===== src/hdl/cpba_pkg.sv =====
package cpba_pkg;

	localparam int WORD_BITS   = 64;
	localparam int TABLE_WORDS = 64;
	localparam int TOTAL_PAGES = WORD_BITS * TABLE_WORDS;
	localparam int BIT_W       = $clog2(WORD_BITS);
	localparam int ADDR_W      = (TABLE_WORDS > 1) ? $clog2(TABLE_WORDS) : 1;
	localparam int PW          = 16;   // holds node * area products and their area ends
	localparam int CFG_W       = 13;
	localparam int CFG_IDX_W   = 1;

	localparam logic [CFG_IDX_W-1:0] CFG_NODE_COUNT = 1'd0;
	localparam logic [CFG_IDX_W-1:0] CFG_AREA_PAGES = 1'd1;

	localparam logic [1:0] ACT_ACQUIRE = 2'd0;
	localparam logic [1:0] ACT_RELEASE = 2'd1;
	localparam logic [1:0] ACT_INSPECT = 2'd2;

	localparam logic [1:0] ST_OK       = 2'd0;
	localparam logic [1:0] ST_NO_SPACE = 2'd1;
	localparam logic [1:0] ST_BAD      = 2'd2;

	typedef struct packed {
		logic [1:0]  action;
		logic [2:0]  node;
		logic [11:0] page;
		logic [12:0] count;
	} req_t;

	typedef struct packed {
		logic [1:0]  status;
		logic [11:0] first_page;
		logic        in_use;
		logic        continues_run;
	} rsp_t;

	typedef enum logic [2:0] {
		S_IDLE,
		S_CHECK,
		S_READ,
		S_SCAN,
		S_MARK,
		S_DONE
	} state_t;

	// control from sequencer to the bitmap memory
	typedef struct packed {
		logic              rd_en;
		logic [ADDR_W-1:0] rd_addr;
		logic              wr_en;
		logic [ADDR_W-1:0] wr_addr;
		logic [WORD_BITS-1:0] wr_mask;
		logic              set;      // set run bits, else clear
		logic [WORD_BITS-1:0] cont_mask;
	} mem_ctl_t;

endpackage


===== src/hdl/cpba_clear_ctl.sv =====
module cpba_clear_ctl (
	input  logic                               clk,
	input  logic                               arst_n,
	output logic                               clearing,
	output logic [cpba_pkg::ADDR_W-1:0]        clr_addr
);
	// sweep after reset so the memory reads as all free
	logic [cpba_pkg::ADDR_W:0] cnt_q;

	always_ff @(posedge clk or negedge arst_n) begin
		if (!arst_n) begin
			cnt_q <= '0;
		end else if (clearing) begin
			cnt_q <= cnt_q + 1'b1;
		end
	end

	assign clearing = (cnt_q < (cpba_pkg::ADDR_W+1)'(cpba_pkg::TABLE_WORDS));
	assign clr_addr = cnt_q[cpba_pkg::ADDR_W-1:0];
endmodule


===== config.mk =====
export PLATFORM = sky130hd
export DESIGN_NAME = cpba_clear_ctl
export DESIGN_NICKNAME = d
export VERILOG_FILES = /design/src/hdl/cpba_pkg.sv /design/src/hdl/cpba_clear_ctl.sv
export SDC_FILE = /design/constraint.sdc
export NUM_CORES = 1
export LEC_CHECK = 0
export ABC_AREA = 1
export BUFFER_PORTS_ARGS = -buffer_cell sky130_fd_sc_hd__buf_4
export CORE_AREA = 2 2 39 41
export CTS_CLUSTER_DIAMETER = 200
export DETAILED_ROUTE_END_ITERATION = 8
export DIE_AREA = 0 0 41 43
export SYNTH_ARGS = -nofsm -noshare
export SYNTH_HDL_FRONTEND = slang
export SYNTH_SLANG_ARGS = --single-unit

===== constraint.sdc =====
create_clock -name clk -period 1.59 [get_ports clk]
set_clock_uncertainty 0.15 [all_clocks]
set_input_delay 0.159 -clock clk [delete_from_list [all_inputs] [get_ports clk]]
set_output_delay 0.159 -clock clk [all_outputs]
set_load 0.01 [all_outputs]

**Word-level counts from Yosys, hierarchy flattened**

Index checks and enable logic that the tools add are counted.

- Add/subtract/negate cells: 1
- Order comparisons: 1

Operator list:

| cell | count |
|---|---|
| $add A7 B1 Y7 const B | 1 |
| $lt A7 B7 Y1 const B | 1 |

- Flip-flop bits (word level): 7
- Input port bits: 2
- Word-level logic and storage cells: 3

**Longest topological paths before layout**

- Depth after elaboration: 1
- Depth in mapped cells: 5
- Depth with buffers taken out: 5

**Least setup slack after synthesis**

No wires, ideal clock.

- Path kind: register -> register
- Start: register cnt_q[0] in the netlist's numbering
- End: register cnt_q[2] in the netlist's numbering
- Library setup time: 0.118 ns
- Arrival: 0.869 ns
- Required time: 1.322 ns
- Slack: 0.453 ns
- Cell stages (with the launch flop): 5
- Buffers on the path: 0
- Clock period less this slack: 1.137 ns
- Path through: dfrtp_1 -> ha_1 -> nand2_2 -> xor2_1 -> inv_1

- Longest elaborated chain between the ends: 1
- Elaborated cells on any way between the ends: 2
- Those cells by class: add/sub (1); order compare (1)

Ends and longest elaborated chain:

| element | line | source |
|---|---|---|
| from (decl) | cpba_clear_ctl.sv:8 | `logic [cpba_pkg::ADDR_W:0] cnt_q;` |
| from (signal assigned) | cpba_clear_ctl.sv:14 | `cnt_q <= cnt_q + 1'b1;` |
| $add A7 B1 Y7 / $lt A7 B7 Y1 (equally long branches) | cpba_clear_ctl.sv:14, cpba_clear_ctl.sv:18 |  |

Several ways; a longest one is shown, not always the timed one.
A chain may end at the register's enable or synchronous reset.

**Worst setup path in the final report**

- Start: register cnt_q[6] in the netlist's numbering
- End: output clearing

- Longest elaborated chain between the ends: 1

Ends and longest elaborated chain:

| element | line | source |
|---|---|---|
| $lt A7 B7 Y1 | cpba_clear_ctl.sv:18 | `assign clearing = (cnt_q < (cpba_pkg::ADDR_W+1)'(cpba_pkg::TABLE_WORDS));` |
| to (decl) | cpba_clear_ctl.sv:4 | `output logic clearing,` |

Every way passes these cells.

==> impl_metrics.py <==
metrics = {
    "timing": {
        "timing.setup.tns_ps": 0,
        "tightest_slew_ps": 222,
        "period_needed_ps": 1280,
        "hold_violations": 0,
        "fmax_mhz": 780,
        "period_share": 0.806,
        "setup_viol_count_final": 0,
        "whs_ps": 97.7,
        "maxSlewViolCount": 0,
        "max-slew-margin-rel": 0.852,
        "rsz0062_at_grt": "false",
    },
    "floorplan": {
        "dieHeight_um": 43,
        "rows": 14,
        "die_w_um": 41,
        "placeableCoreArea_um2": 1380,
        "ios": 9,
        "die_area_um2": 1760,
        "start_util": 0.280,
    },
    "detailed_routing": {
        "wl_per_cell_um": 9.46,
        "via_count": 289,
        "via_per_inst": 4.19,
        "route.detailed.drc": 0,
        "wirelength_um": 653,
        "antenna_left": 0,
        "dr.first_iter.drc_count": 7,
        "dr.pass1.iters": 4,
    },
    "critical_path": {
        "crit_chain": "inv_2 -> buf_4",
        "rr_worst_depth": 5,
        "path_max_fanout": 7,
        "cp_num_buf_inv": 2,
        "cp-start-kind": "register",
        "worstSetupPathType": "reg2out",
        "critical_path.max_stage_delay_ps": 440,
        "endpoint_kind": "output pin",
        "worst-path-stages": 2,
        "required_ps": 1280,
        "crit_arrival_ps": 970,
        "cpMaxStageDelayCell": "dfrtp_1",
        "critPathTopFamily": "flip-flops",
    },
    "global_route": {
        "first_global_vias": 268,
        "grt.overflow.total": 0,
        "grt_use_total": 0.101,
        "antenna_found_initial": 0,
        "grt_pass1_wl_um": 1150,
        "grt_max_degree": 8,
    },
    "placed_design": {
        "place.detailed.instances": 64,
        "port-buffer-count": 8,
        "placed_area_um2": 423,
        "gp_congestion": 0.769,
        "dpl.hpwl_um": 464,
    },
    "synth": {
        "avgSynthCellArea_um2": 8.43,
        "ys_seq_elements": 7,
        "synthCells": 46,
        "yosysUniqueCellTypes": 15,
        "netlist_area_um2": 388,
        "synth_fp_nets": 49,
        "ys_warn_count": 0,
        "ys_seq_area_frac": 0.452,
    },
    "clock_tree": {
        "tritoncts": "yes",
        "root_buffer": "clkbuf_4",
        "clk_pin_slew_ps": 50,
        "htree_levels": 1,
        "cts_sinks": 7,
        "clk_latency_ps": 260,
        "post_cts_resized": 0,
        "numCtsBuffers": 3,
        "cts.path.max_buffers": 2,
        "cts_setup_buffers": 0,
    },
    "cells_and_area": {
        "regArea_um2": 175,
        "final_cells": 69,
        "final_cell_area_um2": 459,
        "multiInputGateArea_um2": 145,
        "regMostFlops": "cnt_q",
        "reg_top3": "cnt_q: 7 flops",
        "nNetsFinal": 57,
        "final_common_cell": "nand2_1",
        "antenna_cells": 0,
        "area_growth_pct": 18.4,
        "drive_gt1_frac": 0.283,
        "fillers": 153,
        "largest_reg_flops": 7,
        "layout_common_cells": "nand2_1, buf_4, dfrtp_1",
    },
    "outcome": {
        "status": "complete, no violations",
    },
    "pwr": {
        "leakagePower_nw": 0.245,
        "power_density_nw_per_um2": 772,
        "ir_worst_vdd_mv": 0.254,
    },
    "flow_run": {
        "drv_cap": 0,
    },
    "worst_hold_path": {
        "hp-class": "in2async",
    },
}
final cells by class:
cell class              count  area share
clock buffers               4      0.0572
well taps                  16      0.0436
multi-input cells          27       0.316
inverters                   6      0.0490
flip-flops and latches      7       0.381
repair buffers              9       0.153
through the flow:
step / power [W] / setup WS [ps] / utilization
after global routing: 0.000370 / 249 / 0.332
after CTS: 0.000359 / 300 / 0.332
final: 0.000355 / 308 / 0.332
after global placement: 0.000187 / 378 / 0.306
after floorplan: 0.000181 / 453 / -
after detailed placement: 0.000187 / 369 / 0.306
routing by layer:
layer / track usage / up-vias / routed length [um]
met3: 0.0524 / 2 / 47
met4: 0.0800 / 0 / 15
li1: - / 148 / -
met2: 0.119 / 9 / 300
met5: 0 / - / 0
met1: 0.132 / 130 / 290
repair_timing:
action,CTS,global route
endpoints found under the hold margin,7,0
hold buffers,1,0
setup endpoints to repair,0,0
final timing paths:
check / from / endpoint / slack (ps)
worst max-delay path: cnt_q[6] / clearing / 310
worst min-delay path: arst_n / cnt_q[5] / 100
worst max register to register: cnt_q[1] / cnt_q[6] / 360
worst min register to register: cnt_q[5] / cnt_q[5] / 380
max in group asynchronous: arst_n / cnt_q[4] / 1070
min in group clk: cnt_q[5] / cnt_q[5] / 380
cells by family after synthesis:
family          share of synthesized area
compound gates                     0.0129
xor+xnor                           0.0452
fa+ha+maj                          0.0323
buf+inv                             0.174
flops                               0.452
simple gates                        0.284
worst reg2reg max path, stage by stage, from the launching register on:
cell     delay, ps
dfrtp_1        410
ha_1           240
inv_1           60
nor2_1         120
nand2_1         60
o21ai_0        130
power by group:
| group | total, W | leakage [nW] | switching, W | internal, W |
|---|---|---|---|---|
| logic | 0.00000691 | 0.147 | 0.00000366 | 0.00000325 |
| registers | 0.000178 | 0.0833 | 0 | 0.000178 |
| clock network | 0.000169 | 0.0150 | 0.0000732 | 0.0000963 |
synth_stat cells, drive strengths merged:
| master | count | area (um^2) |
|---|---|---|
| nand2 | 15 | 61.3 |
| ha | 1 | 12.5 |
| nor2 | 3 | 18.8 |
| xnor2 | 1 | 8.76 |
| nand3b | 1 | 7.51 |
| o21ai | 1 | 5.00 |
| nand3 | 2 | 10.0 |
| xor2 | 1 | 8.76 |
| dfrtp | 7 | 175 |
| inv | 6 | 22.5 |
| buf | 6 | 45.0 |
| nand4 | 2 | 12.5 |
Note: power is estimated with default switching activity, not from simulation.
